### config.mk
export PLATFORM = sky130hd
export DESIGN_NAME = timer_delay_period_scheduler_top_flat
export DESIGN_NICKNAME = d
export VERILOG_FILES = /design/src/tdps_pkg.sv /design/src/tdps_if.sv /design/src/tdps_div.sv /design/src/timer_delay_period_scheduler_top.sv /design/src/flat_wrapper.sv
export SDC_FILE = /design/constraint.sdc
export NUM_CORES = 1
export LEC_CHECK = 0
export BUFFER_PORTS_ARGS = -buffer_cell sky130_fd_sc_hd__buf_2
export CAP_MARGIN = 20
export CORE_AREA = 2 2 172 174
export DETAILED_ROUTE_END_ITERATION = 10
export DIE_AREA = 0 0 174 176
export MAX_ROUTING_LAYER = met4
export PLACE_DENSITY = 0.64
export SYNTH_ARGS = -nofsm -noshare
export SYNTH_HDL_FRONTEND = slang
export SYNTH_SLANG_ARGS = --single-unit
### constraint.sdc
create_clock -name clock -period 7.6 [get_ports clock]
set_clock_uncertainty 0.2 [all_clocks]
set_input_delay 1.14 -clock clock [delete_from_list [all_inputs] [get_ports clock]]
set_output_delay 1.14 -clock clock [all_outputs]
set_load 0.02 [all_outputs]
### src/tdps_pkg.sv
`default_nettype none

package tdps_pkg;

   // Configuration register indexes
   localparam logic [1:0] CSR_PRESCALER = 2'd0;
   localparam logic [1:0] CSR_MODE      = 2'd1;
   localparam logic [1:0] CSR_COMPARE   = 2'd2;

   // Request type codes
   localparam logic REQ_START = 1'b0;
   localparam logic REQ_EVENT = 1'b1;

   // Timer mode codes
   localparam logic MODE_OVERFLOW = 1'b0;
   localparam logic MODE_COMPARE  = 1'b1;

   localparam logic [8:0] PERIOD_OVERFLOW = 9'd256;

   typedef enum logic [2:0] {
      ST_IDLE,
      ST_MUL,
      ST_DIV_START,
      ST_DIV_WAIT,
      ST_EVAL
   } state_type;

   // Prescaler code to right shift amount (dividers are powers of two)
   function automatic logic [3:0] prescale_shift(input logic [2:0] code);
      logic [3:0] sh;
      begin
         case (code)
            3'd2:    sh = 4'd3;
            3'd3:    sh = 4'd6;
            3'd4:    sh = 4'd8;
            3'd5:    sh = 4'd10;
            3'd6:    sh = 4'd10;
            3'd7:    sh = 4'd10;
            default: sh = 4'd0;
         endcase
         return sh;
      end
   endfunction

endpackage

`default_nettype wire

### src/tdps_if.sv
`default_nettype none

interface tdps_req_if;
   logic        valid;
   logic        ready;
   logic        req_type;
   logic [15:0] delay_ms;

   modport source (output valid, output req_type, output delay_ms, input ready);
   modport sink   (input valid, input req_type, input delay_ms, output ready);
endinterface

interface tdps_rsp_if;
   logic       valid;
   logic       ready;
   logic       load_counter;
   logic [7:0] load_value;
   logic       delay_done;
   logic       timer_running;

   modport source (output valid, output load_counter, output load_value,
                   output delay_done, output timer_running, input ready);
   modport sink   (input valid, input load_counter, input load_value,
                   input delay_done, input timer_running, output ready);
endinterface

`default_nettype wire

### src/tdps_div.sv
`default_nettype none

// Restoring divider: one quotient bit per cycle, divisor up to 256.
module tdps_div #(
   parameter int unsigned DW = 29
) (
   input  wire logic          clock,
   input  wire logic          reset,
   input  wire logic          start,
   input  wire logic [DW-1:0] dividend,
   input  wire logic [8:0]    divisor,
   output logic               done,
   output logic [DW-1:0]      quotient,
   output logic [7:0]         remainder
);

   localparam int unsigned CW = $clog2(DW + 1);

   logic          busy_ff, busy_in;
   logic          done_ff, done_in;
   logic [CW-1:0] cnt_ff, cnt_in;
   logic [DW-1:0] dq_ff, dq_in;
   logic [8:0]    rem_ff, rem_in;
   logic [8:0]    trial;
   logic          fits;

   // Shift in the next dividend bit and try the subtraction
   always_comb begin
      trial   = {rem_ff[7:0], dq_ff[DW-1]};
      fits    = (trial >= divisor);
      busy_in = busy_ff;
      done_in = 1'b0;
      cnt_in  = cnt_ff;
      dq_in   = dq_ff;
      rem_in  = rem_ff;
      if (start) begin
         busy_in = 1'b1;
         cnt_in  = CW'(DW);
         dq_in   = dividend;
         rem_in  = '0;
      end else if (busy_ff) begin
         rem_in = fits ? (trial - divisor) : trial;
         dq_in  = {dq_ff[DW-2:0], fits};
         cnt_in = cnt_ff - CW'(1);
         if (cnt_ff == CW'(1)) begin
            busy_in = 1'b0;
            done_in = 1'b1;
         end
      end
   end

   always_ff @(posedge clock) begin
      if (reset) begin
         busy_ff <= 1'b0;
         done_ff <= 1'b0;
         cnt_ff  <= '0;
      end else begin
         busy_ff <= busy_in;
         done_ff <= done_in;
         cnt_ff  <= cnt_in;
      end
   end

   always_ff @(posedge clock) begin
      dq_ff  <= dq_in;
      rem_ff <= rem_in;
   end

   assign done      = done_ff;
   assign quotient  = dq_ff;
   assign remainder = rem_ff[7:0];

endmodule

`default_nettype wire

### src/timer_delay_period_scheduler_top.sv
// Long delay scheduler for an 8-bit timer.
// Input channel req_chan carries transactions: a start (req_type 0) with a
// delay in milliseconds, or a timer overflow/compare event (req_type 1).
// Every accepted transaction yields exactly one transaction on rsp_chan:
// load_counter/load_value ask for a counter preload, delay_done marks the
// end of the delay, timer_running tells whether the timer must keep running.
// Configuration (prescaler code, timer mode, compare value) is to be written
// over csr_wr_en/csr_index/csr_wr_data while the block is idle; the block
// itself does not enforce this. An event passes the evaluate state, which
// registers its result once the output register is free. A start passes
// the multiply state, the divider launch state, then the restoring divider,
// which yields one quotient bit per cycle of its DW-bit dividend, with
// DW = 16 + bits of CLOCK_HZ/1000, splitting timer clocks into periods, and
// then the evaluate state. No new transaction is taken before the previous
// result is registered; the next can be accepted as soon as it is.
// One transaction is in work at a time; req_chan.ready is high only when
// the sequencer is idle. A finished result waits in an output register
// while the receiver stalls, and the next transaction may be accepted.
// Synchronous reset returns the block to idle with no delay pending and
// loads the configuration defaults (/1, overflow mode, compare 255).
`default_nettype none

module timer_delay_period_scheduler_top #(
   parameter int unsigned CLOCK_HZ = 8000000
) (
   input  wire logic       clock,
   input  wire logic       reset,
   tdps_req_if.sink        req_chan,
   tdps_rsp_if.source      rsp_chan,
   input  wire logic       csr_wr_en,
   input  wire logic [1:0] csr_index,
   input  wire logic [7:0] csr_wr_data
);

   localparam int unsigned KVAL = CLOCK_HZ / 1000;
   localparam int unsigned KW   = $clog2(KVAL + 1);
   localparam int unsigned DW   = 16 + KW;
   localparam logic [KW-1:0] K_C = KW'(KVAL);

   // Configuration registers
   logic [2:0] prescaler_ff;
   logic       mode_ff;
   logic [7:0] compare_ff;

   always_ff @(posedge clock) begin
      if (reset) begin
         prescaler_ff <= 3'd1;
         mode_ff      <= tdps_pkg::MODE_OVERFLOW;
         compare_ff   <= 8'd255;
      end else if (csr_wr_en) begin
         case (csr_index)
            tdps_pkg::CSR_PRESCALER: prescaler_ff <= csr_wr_data[2:0];
            tdps_pkg::CSR_MODE:      mode_ff      <= csr_wr_data[0];
            tdps_pkg::CSR_COMPARE:   compare_ff   <= csr_wr_data;
            default: ;
         endcase
      end
   end

   // Current period: 256 in overflow mode, compare value in compare mode, zero counts as 256
   logic [8:0] period;
   assign period = (mode_ff == tdps_pkg::MODE_COMPARE && compare_ff != 8'd0)
                   ? {1'b0, compare_ff} : tdps_pkg::PERIOD_OVERFLOW;

   tdps_pkg::state_type state_ff, state_in;

   logic          type_ff, type_in;
   logic [15:0]   ms_ff, ms_in;
   logic [DW-1:0] prod_ff, prod_in;

   logic          active_ff, active_in;
   logic [31:0]   elapsed_ff, elapsed_in;
   logic [31:0]   full_ff, full_in;
   logic [7:0]    rem_ff, rem_in;
   logic [8:0]    per_ff, per_in;

   logic          rsp_valid_ff, rsp_valid_in;
   logic          load_ff, load_in;
   logic [7:0]    lval_ff, lval_in;
   logic          done_ff, done_in;
   logic          run_ff, run_in;

   logic          div_start;
   logic          div_done;
   logic [DW-1:0] div_quot;
   logic [7:0]    div_rem;
   logic [DW-1:0] div_dividend;

   logic          out_free;
   logic          cur_act;
   logic [31:0]   cur_el;
   logic [31:0]   cur_full;
   logic [7:0]    cur_rem;
   logic [8:0]    cur_per;
   logic [8:0]    diff;

   assign div_dividend = prod_ff >> tdps_pkg::prescale_shift(prescaler_ff);

   tdps_div #(.DW(DW)) u_div (
      .clock     (clock),
      .reset     (reset),
      .start     (div_start),
      .dividend  (div_dividend),
      .divisor   (period),
      .done      (div_done),
      .quotient  (div_quot),
      .remainder (div_rem)
   );

   assign out_free = !rsp_valid_ff || rsp_chan.ready;

   // Sequencer: next state, delay bookkeeping and result
   always_comb begin
      state_in     = state_ff;
      type_in      = type_ff;
      ms_in        = ms_ff;
      prod_in      = prod_ff;
      active_in    = active_ff;
      elapsed_in   = elapsed_ff;
      full_in      = full_ff;
      rem_in       = rem_ff;
      per_in       = per_ff;
      rsp_valid_in = rsp_valid_ff && !rsp_chan.ready;
      load_in      = load_ff;
      lval_in      = lval_ff;
      done_in      = done_ff;
      run_in       = run_ff;
      div_start    = 1'b0;

      // Working view: fresh split on a start, stored values on an event
      if (type_ff == tdps_pkg::REQ_START) begin
         cur_act  = 1'b1;
         cur_el   = '0;
         cur_full = 32'(div_quot);
         cur_rem  = div_rem;
         cur_per  = period;
      end else begin
         cur_act  = active_ff;
         cur_el   = elapsed_ff;
         cur_full = full_ff;
         cur_rem  = rem_ff;
         cur_per  = per_ff;
      end
      diff = cur_per - {1'b0, cur_rem};

      case (state_ff)
         tdps_pkg::ST_IDLE: begin
            if (req_chan.valid) begin
               type_in  = req_chan.req_type;
               ms_in    = req_chan.delay_ms;
               state_in = (req_chan.req_type == tdps_pkg::REQ_START)
                          ? tdps_pkg::ST_MUL : tdps_pkg::ST_EVAL;
            end
         end
         tdps_pkg::ST_MUL: begin
            prod_in  = DW'(ms_ff) * DW'(K_C);
            state_in = tdps_pkg::ST_DIV_START;
         end
         tdps_pkg::ST_DIV_START: begin
            div_start = 1'b1;
            state_in  = tdps_pkg::ST_DIV_WAIT;
         end
         tdps_pkg::ST_DIV_WAIT: begin
            if (div_done) begin
               state_in = tdps_pkg::ST_EVAL;
            end
         end
         tdps_pkg::ST_EVAL: begin
            if (out_free) begin
               state_in     = tdps_pkg::ST_IDLE;
               rsp_valid_in = 1'b1;
               load_in      = 1'b0;
               lval_in      = '0;
               done_in      = 1'b0;
               run_in       = 1'b0;
               if (cur_act) begin
                  active_in  = 1'b1;
                  full_in    = cur_full;
                  rem_in     = cur_rem;
                  per_in     = cur_per;
                  elapsed_in = cur_el;
                  run_in     = 1'b1;
                  if (cur_el < cur_full) begin
                     elapsed_in = cur_el + 32'd1;
                  end else if (cur_el == cur_full && cur_rem != 8'd0) begin
                     load_in    = 1'b1;
                     lval_in    = diff[7:0];
                     elapsed_in = cur_el + 32'd1;
                  end else begin
                     done_in    = 1'b1;
                     run_in     = 1'b0;
                     active_in  = 1'b0;
                     elapsed_in = '0;
                     full_in    = '0;
                     rem_in     = '0;
                     per_in     = '0;
                  end
               end
            end
         end
         default: begin
            state_in = tdps_pkg::ST_IDLE;
         end
      endcase
   end

   // Control state
   always_ff @(posedge clock) begin
      if (reset) begin
         state_ff     <= tdps_pkg::ST_IDLE;
         rsp_valid_ff <= 1'b0;
         active_ff    <= 1'b0;
         elapsed_ff   <= '0;
         full_ff      <= '0;
         rem_ff       <= '0;
         per_ff       <= '0;
      end else begin
         state_ff     <= state_in;
         rsp_valid_ff <= rsp_valid_in;
         active_ff    <= active_in;
         elapsed_ff   <= elapsed_in;
         full_ff      <= full_in;
         rem_ff       <= rem_in;
         per_ff       <= per_in;
      end
   end

   // Payload registers
   always_ff @(posedge clock) begin
      type_ff <= type_in;
      ms_ff   <= ms_in;
      prod_ff <= prod_in;
      load_ff <= load_in;
      lval_ff <= lval_in;
      done_ff <= done_in;
      run_ff  <= run_in;
   end

   assign req_chan.ready         = (state_ff == tdps_pkg::ST_IDLE);
   assign rsp_chan.valid         = rsp_valid_ff;
   assign rsp_chan.load_counter  = load_ff;
   assign rsp_chan.load_value    = lval_ff;
   assign rsp_chan.delay_done    = done_ff;
   assign rsp_chan.timer_running = run_ff;

endmodule

`default_nettype wire

### src/flat_wrapper.sv
// flat-port wrapper written by rule: the top's interface ports become plain ports
module timer_delay_period_scheduler_top_flat 
#(
   parameter int unsigned CLOCK_HZ = 8000000
)
  (clock, reset, csr_wr_en, csr_index, csr_wr_data, req_chan_valid, req_chan_req_type, req_chan_delay_ms, req_chan_ready, rsp_chan_valid, rsp_chan_load_counter, rsp_chan_load_value, rsp_chan_delay_done, rsp_chan_timer_running, rsp_chan_ready);
  tdps_req_if req_chan_i ();
  tdps_rsp_if rsp_chan_i ();
  input  wire logic clock;
  input  wire logic reset;
  input  wire logic csr_wr_en;
  input  wire logic [1:0] csr_index;
  input  wire logic [7:0] csr_wr_data;
  input wire logic [$bits(req_chan_i.valid)-1:0] req_chan_valid;
  input wire logic [$bits(req_chan_i.req_type)-1:0] req_chan_req_type;
  input wire logic [$bits(req_chan_i.delay_ms)-1:0] req_chan_delay_ms;
  output wire logic [$bits(req_chan_i.ready)-1:0] req_chan_ready;
  output wire logic [$bits(rsp_chan_i.valid)-1:0] rsp_chan_valid;
  output wire logic [$bits(rsp_chan_i.load_counter)-1:0] rsp_chan_load_counter;
  output wire logic [$bits(rsp_chan_i.load_value)-1:0] rsp_chan_load_value;
  output wire logic [$bits(rsp_chan_i.delay_done)-1:0] rsp_chan_delay_done;
  output wire logic [$bits(rsp_chan_i.timer_running)-1:0] rsp_chan_timer_running;
  input wire logic [$bits(rsp_chan_i.ready)-1:0] rsp_chan_ready;
  assign req_chan_i.valid = req_chan_valid;
  assign req_chan_i.req_type = req_chan_req_type;
  assign req_chan_i.delay_ms = req_chan_delay_ms;
  assign req_chan_ready = req_chan_i.ready;
  assign rsp_chan_valid = rsp_chan_i.valid;
  assign rsp_chan_load_counter = rsp_chan_i.load_counter;
  assign rsp_chan_load_value = rsp_chan_i.load_value;
  assign rsp_chan_delay_done = rsp_chan_i.delay_done;
  assign rsp_chan_timer_running = rsp_chan_i.timer_running;
  assign rsp_chan_i.ready = rsp_chan_ready;
  timer_delay_period_scheduler_top #(.CLOCK_HZ(CLOCK_HZ)) u_core (.clock(clock), .reset(reset), .req_chan(req_chan_i), .rsp_chan(rsp_chan_i), .csr_wr_en(csr_wr_en), .csr_index(csr_index), .csr_wr_data(csr_wr_data));
endmodule
# [After elaboration in Yosys (flattened, before gate mapping)]
# Index checks and enable logic that the tools add are counted.
[totals] regBits=193 inputBits=32 output_inout_bits=13 word_cells=109
[op_classes] add_sub_neg=4 multipliers=1 magnitude_cmp=2 n_eq_ne=17 n_shift=1 n_mux=35 bitwise_logic=3 n_reduce_logical=23
[op_table] operator="$mux 32" n=6
[op_table] operator="$mux 29" n=2
[op_table] operator="$mux 9" n=4
[op_table] operator="$add 32x1->32 const B" n=1
[op_table] operator="$eq 32x32->1" n=1
[op_table] operator="$lt 32x32->1" n=1
[op_table] operator="$mux 8" n=4
[op_table] operator="$shr 29x4->29" n=1
[op_table] operator="$mul 16x7->23 const B" n=1
[op_table] operator="$pmux 4 s4" n=1
[op_table] operator="$reduce_bool 8->1" n=2
[op_table] operator="$sub 8x8->8" n=2
[op_table] operator="$eq 3x3->1 const B" n=5
[op_table] operator="$pmux 3 s5" n=1
[op_table] operator="$eq 3x2->1 const B" n=4
[op_table] operator="$mux 3" n=4
[op_table] operator="$mux 1" n=11
[op_table] operator="$mux 5" n=2
[op_table] operator="$reduce_and 2->1" n=5
[op_table] operator="$ge 9x9->1" n=1
[op_table] operator="$reduce_or 3->1" n=3
[op_table] operator="$reduce_and 3->1" n=2
[op_table] operator="$eq 5x1->1 const B" n=1
[op_table] operator="$sub 5x1->5 const B" n=1
[op_table] operator="other kinds (13)" n=20

# [Logic depth before layout (Yosys ltp)]
# Gate-level depths: netlist of run 1.
[depth] depth_word=6 mapped_depth=18 ltp_nobuf=16

# [Hierarchy]
# Synthesis of run 1 repeated with hierarchy kept, for this count alone.
[hier_totals] hier_cells=1384 area_unflattened_um2=13251.5
[modules_own_cells] mod="timer_delay_period_scheduler_top" n_inst=1 cells_each=1178 area_each_um2=10827.9 seq_area_each_um2=3473.3
[modules_own_cells] mod="tdps_div" n_inst=1 cells_each=206 area_each_um2=2423.6 seq_area_each_um2=1171.1

# [Worst setup path after synthesis of run 1]
# No wires, ideal clock.
[synth_timing] kind="flip-flop to flip-flop" from="register u_core.ms_ff[5]" to="register u_core.prod_ff[28], data pin" t_arrival_ns=4.429 path_slack_ns=2.703 path_stages_with_launch=15 n_path_buf=0 path_cell_list="edfxtp_1 > inv_1 > fa_1 > fa_1 > fa_1 > fa_1 > inv_1 > ha_1 > a21o_1 > a311oi_1 > o31ai_1 > a221o_1 > a41o_1 > o41ai_1 > xnor2_1"
[synth_between] elab_chain_len=1
[synth_rtl] element="start, declared" line="timer_delay_period_scheduler_top.sv:68" text="logic [15:0] ms_ff, ms_in;"
[synth_rtl] element="start signal, assigned" line="timer_delay_period_scheduler_top.sv:231" text="ms_ff <= ms_in;"
[synth_rtl] element="$mul 16x7->23" line="timer_delay_period_scheduler_top.sv:156" text="prod_in = DW'(ms_ff) * DW'(K_C);"
[synth_rtl] element="end signal, assigned" line="timer_delay_period_scheduler_top.sv:232" text="prod_ff <= prod_in;"
[synth_rtl] element="end, declared" line="timer_delay_period_scheduler_top.sv:69" text="logic [DW-1:0] prod_ff, prod_in;"
# No other way between the ends.
# A chain may end at the register's enable or synchronous reset.

# [Worst setup path in the final report of run 1]
[layout_timing] from="register u_core.ms_ff[7]" to="register u_core.prod_ff[28], data pin"
# Same word-level chain as after synthesis.

==> results of run 1 <==
[registers in the layout, indices dropped and copies added, names as in the netlist]
register	flops
u_core.prescaler_ff	3
u_core.rem_ff	8
u_core.full_ff	32
u_core.per_ff	8
u_core.rsp_chan.delay_done	1
u_core.active_ff	1
u_core.mode_ff	1
u_core.prod_ff	23
u_core.state_ff	3
u_core.u_div.busy_ff	1
u_core.type_ff	1
u_core.u_div.cnt_ff	5
u_core.elapsed_ff	32
u_core.u_div.done	1
u_core.rsp_chan.load_counter	1
u_core.u_div.rem_ff	8
u_core.u_div.quotient	29
u_core.compare_ff	8
u_core.ms_ff	16
u_core.rsp_chan.load_value	8
u_core.rsp_chan.timer_running	1
u_core.rsp_chan.valid	1
[placed cells by master (no fill, tap or decap), types with 5 or more instances in the layout]
cell type,Yosys,final
a21o_1,20,20
o21ai_0,132,132
inv_1,112,112
dfxtp_1,112,112
clkbuf_16,0,17
mux2i_1,62,62
a22o_1,17,17
xnor2_1,30,30
a21oi_1,65,65
a221oi_1,7,7
nand2b_1,8,8
a31oi_1,8,8
nor4_1,8,8
buf_2,4,44
xor2_1,13,13
fa_1,56,56
a211oi_1,11,11
o31ai_1,5,5
ha_1,104,104
nor2b_1,14,14
a32o_1,8,8
nand2_1,198,198
nand4_1,10,10
and3_1,7,7
buf_4,0,10
nand3_1,34,34
and2_1,32,32
mux2_2,9,9
edfxtp_1,80,80
nor2_1,76,74
o211ai_1,9,9
nor3_1,15,15
[path summary, 6_finish.rpt]
path                                        start                              end  slack, ns  cells after the start
setup / recovery        u_core.ms_ff[7]$_DFFE_PP_     u_core.prod_ff[28]$_DFFE_PP_       2.35                     14
hold / removal    u_core.full_ff[12]$_SDFFE_PP0P_  u_core.full_ff[12]$_SDFFE_PP0P_       0.26                      2
setup reg to reg        u_core.ms_ff[7]$_DFFE_PP_     u_core.prod_ff[28]$_DFFE_PP_       2.35                     14
hold reg to reg   u_core.full_ff[12]$_SDFFE_PP0P_  u_core.full_ff[12]$_SDFFE_PP0P_       0.26                      2
[area by class of cell]
type / instances / share of cell area, %
clock buffers: 17 / 3.03
clock inverters: 15 / 1.30
inverters: 112 / 2.99
multi-input cells: 1023 / 53.8
flip-flops and latches: 192 / 33.1
well taps: 384 / 3.42
repair buffers: 56 / 2.44
[worst max-delay path, delay by kind of cell (launching register included)]
family / cells / cell delay [ns]
compound gates: 5 / 1.37
xor+xnor: 1 / 0.13
fa+ha+maj: 5 / 2.39
buf+inv: 2 / 0.29
flops: 1 / 0.42
simple gates: 1 / 0.19
[cells by family (layout without fill, tap and decap cells)]
| group | after synthesis | after routing |
|---|---|---|
| compound gates | 321 | 321 |
| flops | 192 | 192 |
| buf+inv | 172 | 200 |
| xor+xnor | 43 | 43 |
| fa+ha+maj | 160 | 160 |
| mux | 71 | 71 |
| simple gates | 428 | 428 |
[metrics by stage]
stage / utilization [%] / worst slack (ns) / cell area [sq um] / hold WS (ns)
detailed placement: 47.0 / 2.32 / 13400 / 0.244
floorplan: - / 2.70 / 12800 / 0.221
CTS: 49.1 / 2.32 / 14000 / 0.262
finish: 49.2 / 2.35 / 14000 / 0.257
global placement: 47.0 / 2.48 / 13400 / 0.233
global route: 49.2 / 2.09 / 14000 / 0.288
[cell usage after synthesis (all sizes together), types with 4 or more instances]
master,number
ha,104
nand2b,8
o211ai,9
o31ai,5
a221oi,7
a32o,8
clkbuf,49
nor2,77
nand3,35
nor4,8
and3,8
o21ai,135
a211oi,11
nor2b,14
fa,56
dfxtp,112
nand4,11
nand2,198
o41ai,4
mux2i,62
or3,4
a22o,17
nor3,16
o21bai,4
xor2,13
nor3b,5
xnor2,30
inv,112
a31oi,8
mux2,9
buf,11
and2,32
edfxtp,80
a21o,20
a21oi,67
[metal layers]
metal | GRT usage (%) | vias up | wire length [um]
met5 | - | - | 0
met4 | 4.52 | 0 | 346
met3 | 2.80 | 31 | 1000
met2 | 31.6 | 211 | 13300
met1 | 24.3 | 4662 | 13000
li1 | - | 4904 | -
==> reports/qor.csv, run 1 <==
metric;value;unit
syn avg cell area;9.26;sq um
Synth top area share;18.7;%
CTS tree;done;
count of different cell masters after synthesis;71;
area grow syn2layout;9.39;%
path type of the worst setup path;flop to flop;
Die ar.;0.0306;sq mm
RSZ-0062 raised after global routing;false;
worst stage delay on the critical path;0.52;ns
crit path max fanout;6;
CTS buffer count;17;
vias in the first global route;9494;
Layout Cells excl Fill;1799;
Core Area;0.0285;sq mm
IO Count;45;
compound-cell area share of the yosys netlist;15.4;%
DR pass1 iterations;5;
final worst path period share;69.1;%
drt via density;5.45;
Worst Hold Class;flop to flop;
# diodes;0;
multiplexer share of the synthesized area;5.62;%
cell accounting for the most synthesized area;edfxtp_1;
Vias;9808;
hold buffers post-CTS;0;
Slew HR;46.6;%
total of max-cap violations;0;
clk sink count;192;
status;finished, final reports clean;
initial antenna violation count;0;
DR WL/cell;15.4;um
# setup viols final;0;
setup TNS;0;ns
largest net degree at the start of global routing;102;
Slew Limit Fails;0;
Synth Area in Adders;18.9;%
arrival time worst endpoint;5.23;ns
Root Buffer;clkbuf_16;
Post-synth EDFFs;80;
clock latency on the worst-skew pair;0.44;ns
Die Wd;174;um
crit path launch type;flop;
flops & latches, synth;192;
H-tree depth;4;
Bufs on Longest Clock Path;2;
Setup crit end kind;flop;
Max Fclk;190;MHz
Total GRT Usage;18.9;%
ys flop type;dfxtp_1;
largest family of logic cells by synthesized area;adder cells;
Rows;62;
worst path required time;7.58;ns
DP HPWL;20.7;mm
final hold viol count;0;
post_cts resized;0;
port buffer count;44;
YS warnings;0;
top cells by area, synth;edfxtp_1 19%, dfxtp_1 17%, ha_1 10%;
placer congestion estimate;0.872;
first-pass GRT wire length;46.1;mm
Placed Instances;1766;
Post-DRT Antenna Nets;0;
register area share after synthesis;36.2;%
cell mode on critical path;fa_1;
Async SR Flop Fraction;0;%
slowest stage cell, crit path;fa_1;
CP Cell Sequence;inv_1, fa_1, fa_1, fa_1, fa_1, inv_1, ha_1, and2_1, a311oi_1, o31ai_1, a221o_1, a41o_1, o41ai_1, xnor2_1;
DR iter-0 viols;690;
Final min period;5.25;ns
post-synthesis simple-gate area fraction;15.8;%
post-CTS setup repair buffer count;0;
area occupied by registers;0.00464;sq mm
# fillers;2677;
Reg clk slew, reported paths;0.08;ns
Post-route DRC;0;
share of layout cells above drive strength 1;8.20;%
xor and xnor area share after synthesis;2.93;%
Overflow after GRT;0;
syn nets;1579;
multi-input combinational cell area;0.00755;sq mm
DRT Wirelength;27.7;mm
cell count after synthesis;1387;
Tightest Pin Transition;0.801;ns
Die Ht;176;um
Final Net Count;1594;
initial core utilization;45.0;%
Mapped Area;0.0128;sq mm
Power of run 1 is not shown: default switching activity piles up to over one toggle a cycle in this logic, so the estimate is an artifact.
==> run 2: changes to the inputs <==
clock period = 5.3 ns   (was 7.6 ns; I/O delays follow)
==> run 2 against run 1 <==
- register-to-register slack worse by 2.1 ns
- critical path type unchanged
- die area stayed put
- critical path depth is 1 higher
- maximum frequency increased by 4.2%
- highest routed layer unchanged
- critical endpoint is now u_core.prod_ff[27]$_DFFE_PP_
- sequential share of layout area down 0.13 points
- worst setup slack worse by 2.1 ns
- core utilization grew 0.20 points
- count of clock-buffer cells in the layout did not move
==> reports/qor.csv, run 2 (synthesis gave the netlist of run 1 again) <==
metric;value;unit;change
status;finished, final reports clean;;
Worst R2R Start;u_core.ms_ff[10]$_DFFE_PP_;;
DR iter-0 viols;634;;-8.1%
share of layout cells above drive strength 1;9.08;%;+0.89 points
crit path max fanout;5;;-1
IO Count;45;;unchanged
first-pass GRT wire length;46.6;mm;+1.1%
placer congestion estimate;0.874;;+0.25%
R2R setup slack;0.26;ns;-2.09 ns
Hold Path End;u_core.elapsed_ff[31]$_SDFFE_PP0P_;;
Post-route DRC;0;;unchanged
# setup viols final;0;;unchanged
Core Area;0.0285;sq mm;unchanged
total of max-cap violations;0;;unchanged
Post-Place Cell Area;0.0134;sq mm;+0.28%
CTS tree;done;;
Worst R2R End;u_core.prod_ff[27]$_DFFE_PP_;;
cell mode on critical path;fa_1;;
# diodes;0;;unchanged
initial core utilization;45.0;%;unchanged
Slew Limit Fails;0;;unchanged
slowest stage cell, crit path;fa_1;;
initial antenna violation count;0;;unchanged
H-tree depth;4;;unchanged
area grow syn2layout;9.84;%;
HP Start;u_core.elapsed_ff[31]$_SDFFE_PP0P_;;
post-CTS setup repair buffer count;0;;unchanged
final worst path period share;95.1;%;+26 points
clock latency on the worst-skew pair;0.45;ns;about the same
CP Cell Sequence;inv_2, fa_1, fa_1, fa_1, fa_1, inv_1, ha_1, a21o_1, a211o_1, a21oi_1, o211ai_1, a221o_1, a21o_1, a21oi_1, xnor2_1;;
most common cell after layout, fill and taps aside;nand2_1;;
worst path required time;5.30;ns;-2.28 ns
DP HPWL;20.7;mm;+0.13%
RSZ-0062 raised after global routing;false;;
# fillers;2683;;+0.22%
worst reg-to-reg path cell count;15;;+1
DR pass1 iterations;7;;+2
Slew HR;30.7;%;-16 points
Die ar.;0.0306;sq mm;unchanged
CTS buffer count;17;;unchanged
DRT Wirelength;27.4;mm;-0.90%
Tightest Pin Transition;1.04;ns;+0.235 ns
Root Buffer;clkbuf_16;;
drt via density;5.34;;-2.0%
largest net degree at the start of global routing;46;;-55%
Post-DRT Antenna Nets;0;;unchanged
multi-input combinational cell area;0.00756;sq mm;+0.15%
most frequent cells in the layout;198 x nand2_1, 132 x o21ai_0, 112 x dfxtp_1, 106 x inv_1, 104 x ha_1;;
Setup crit end kind;flop;;
Final min period;5.04;ns;-0.212 ns
Die Wd;174;um;unchanged
worst stage delay on the critical path;0.54;ns;+0.02 ns
path type of the worst setup path;flop to flop;;
Vias;9640;;-1.7%
cell depth of the worst min-delay path;2;;unchanged
Reg clk slew, reported paths;0.08;ns;about the same
arrival time worst endpoint;5.04;ns;-0.19 ns
final hold viol count;0;;unchanged
port buffer count;44;;unchanged
crit path launch type;flop;;
Final Net Count;1599;;+0.31%
Rows;62;;unchanged
vias in the first global route;9567;;+0.77%
setup TNS;0;ns;unchanged
Bufs on Longest Clock Path;2;;unchanged
post_cts resized;0;;unchanged
clk sink count;192;;unchanged
Total GRT Usage;19.1;%;+0.24 points
hold buffers post-CTS;0;;unchanged
Overflow after GRT;0;;unchanged
Die Ht;176;um;unchanged
Max Fclk;198;MHz;+4.2%
cell area after layout;0.0141;sq mm;+0.41%
DR WL/cell;15.2;um;-1.2%
Worst Hold Class;flop to flop;;
area occupied by registers;0.00464;sq mm;unchanged
## run 2: layer usage
metal	up-vias	global-route usage, %	wire, um
met1	4569	24.6	13300
met3	21	2.63	723
met2	141	31.8	13000
met4	0	5.22	365
met5	-	-	0
li1	4909	-	-
## run 2: worst max-delay path by stage
| stage | startpoint | to | slack, ns |
|---|---|---|---|
| after detailed placement | u_core.ms_ff[6]$_DFFE_PP_ | u_core.prod_ff[28]$_DFFE_PP_ | 0.14 |
| after global routing | u_core.ms_ff[10]$_DFFE_PP_ | u_core.prod_ff[27]$_DFFE_PP_ | 0.03 |
| after CTS | u_core.ms_ff[0]$_DFFE_PP_ | u_core.prod_ff[28]$_DFFE_PP_ | 0.14 |
| after global placement | u_core.ms_ff[6]$_DFFE_PP_ | u_core.prod_ff[28]$_DFFE_PP_ | 0.22 |
| final | u_core.ms_ff[10]$_DFFE_PP_ | u_core.prod_ff[27]$_DFFE_PP_ | 0.26 |
| after floorplan | u_core.ms_ff[5]$_DFFE_PP_ | u_core.prod_ff[28]$_DFFE_PP_ | 0.40 |
## run 2: cell type report
class	count	area share, %
well taps	384	3.41
repair buffers	61	2.70
clock inverters	15	1.36
flip-flops and latches	192	32.9
inverters	112	2.98
multi-input cells	1023	53.6
clock buffers	17	3.02
## run 2: critical path, delay by kind of cell (launching register included)
kind | cells | cell delay (ns)
compound gates | 7 | 1.55
xor+xnor | 1 | 0.08
fa+ha+maj | 5 | 2.30
buf+inv | 2 | 0.21
flops | 1 | 0.44
## run 2: metrics by stage
step / worst slack, ns / hold WS [ns] / util [%] / std cells
6_report: 0.259 / 0.245 / 49.4 / 1804
3_3_place_gp: 0.218 / 0.227 / 47.1 / 1771
2_1_floorplan: 0.403 / 0.221 / - / 1387
3_5_place_dp: 0.141 / 0.234 / 47.1 / 1771
5_1_grt: 0.0278 / 0.271 / 49.4 / 1804
4_1_cts: 0.139 / 0.250 / 49.3 / 1803
Power of run 2 is left out for the same reason.
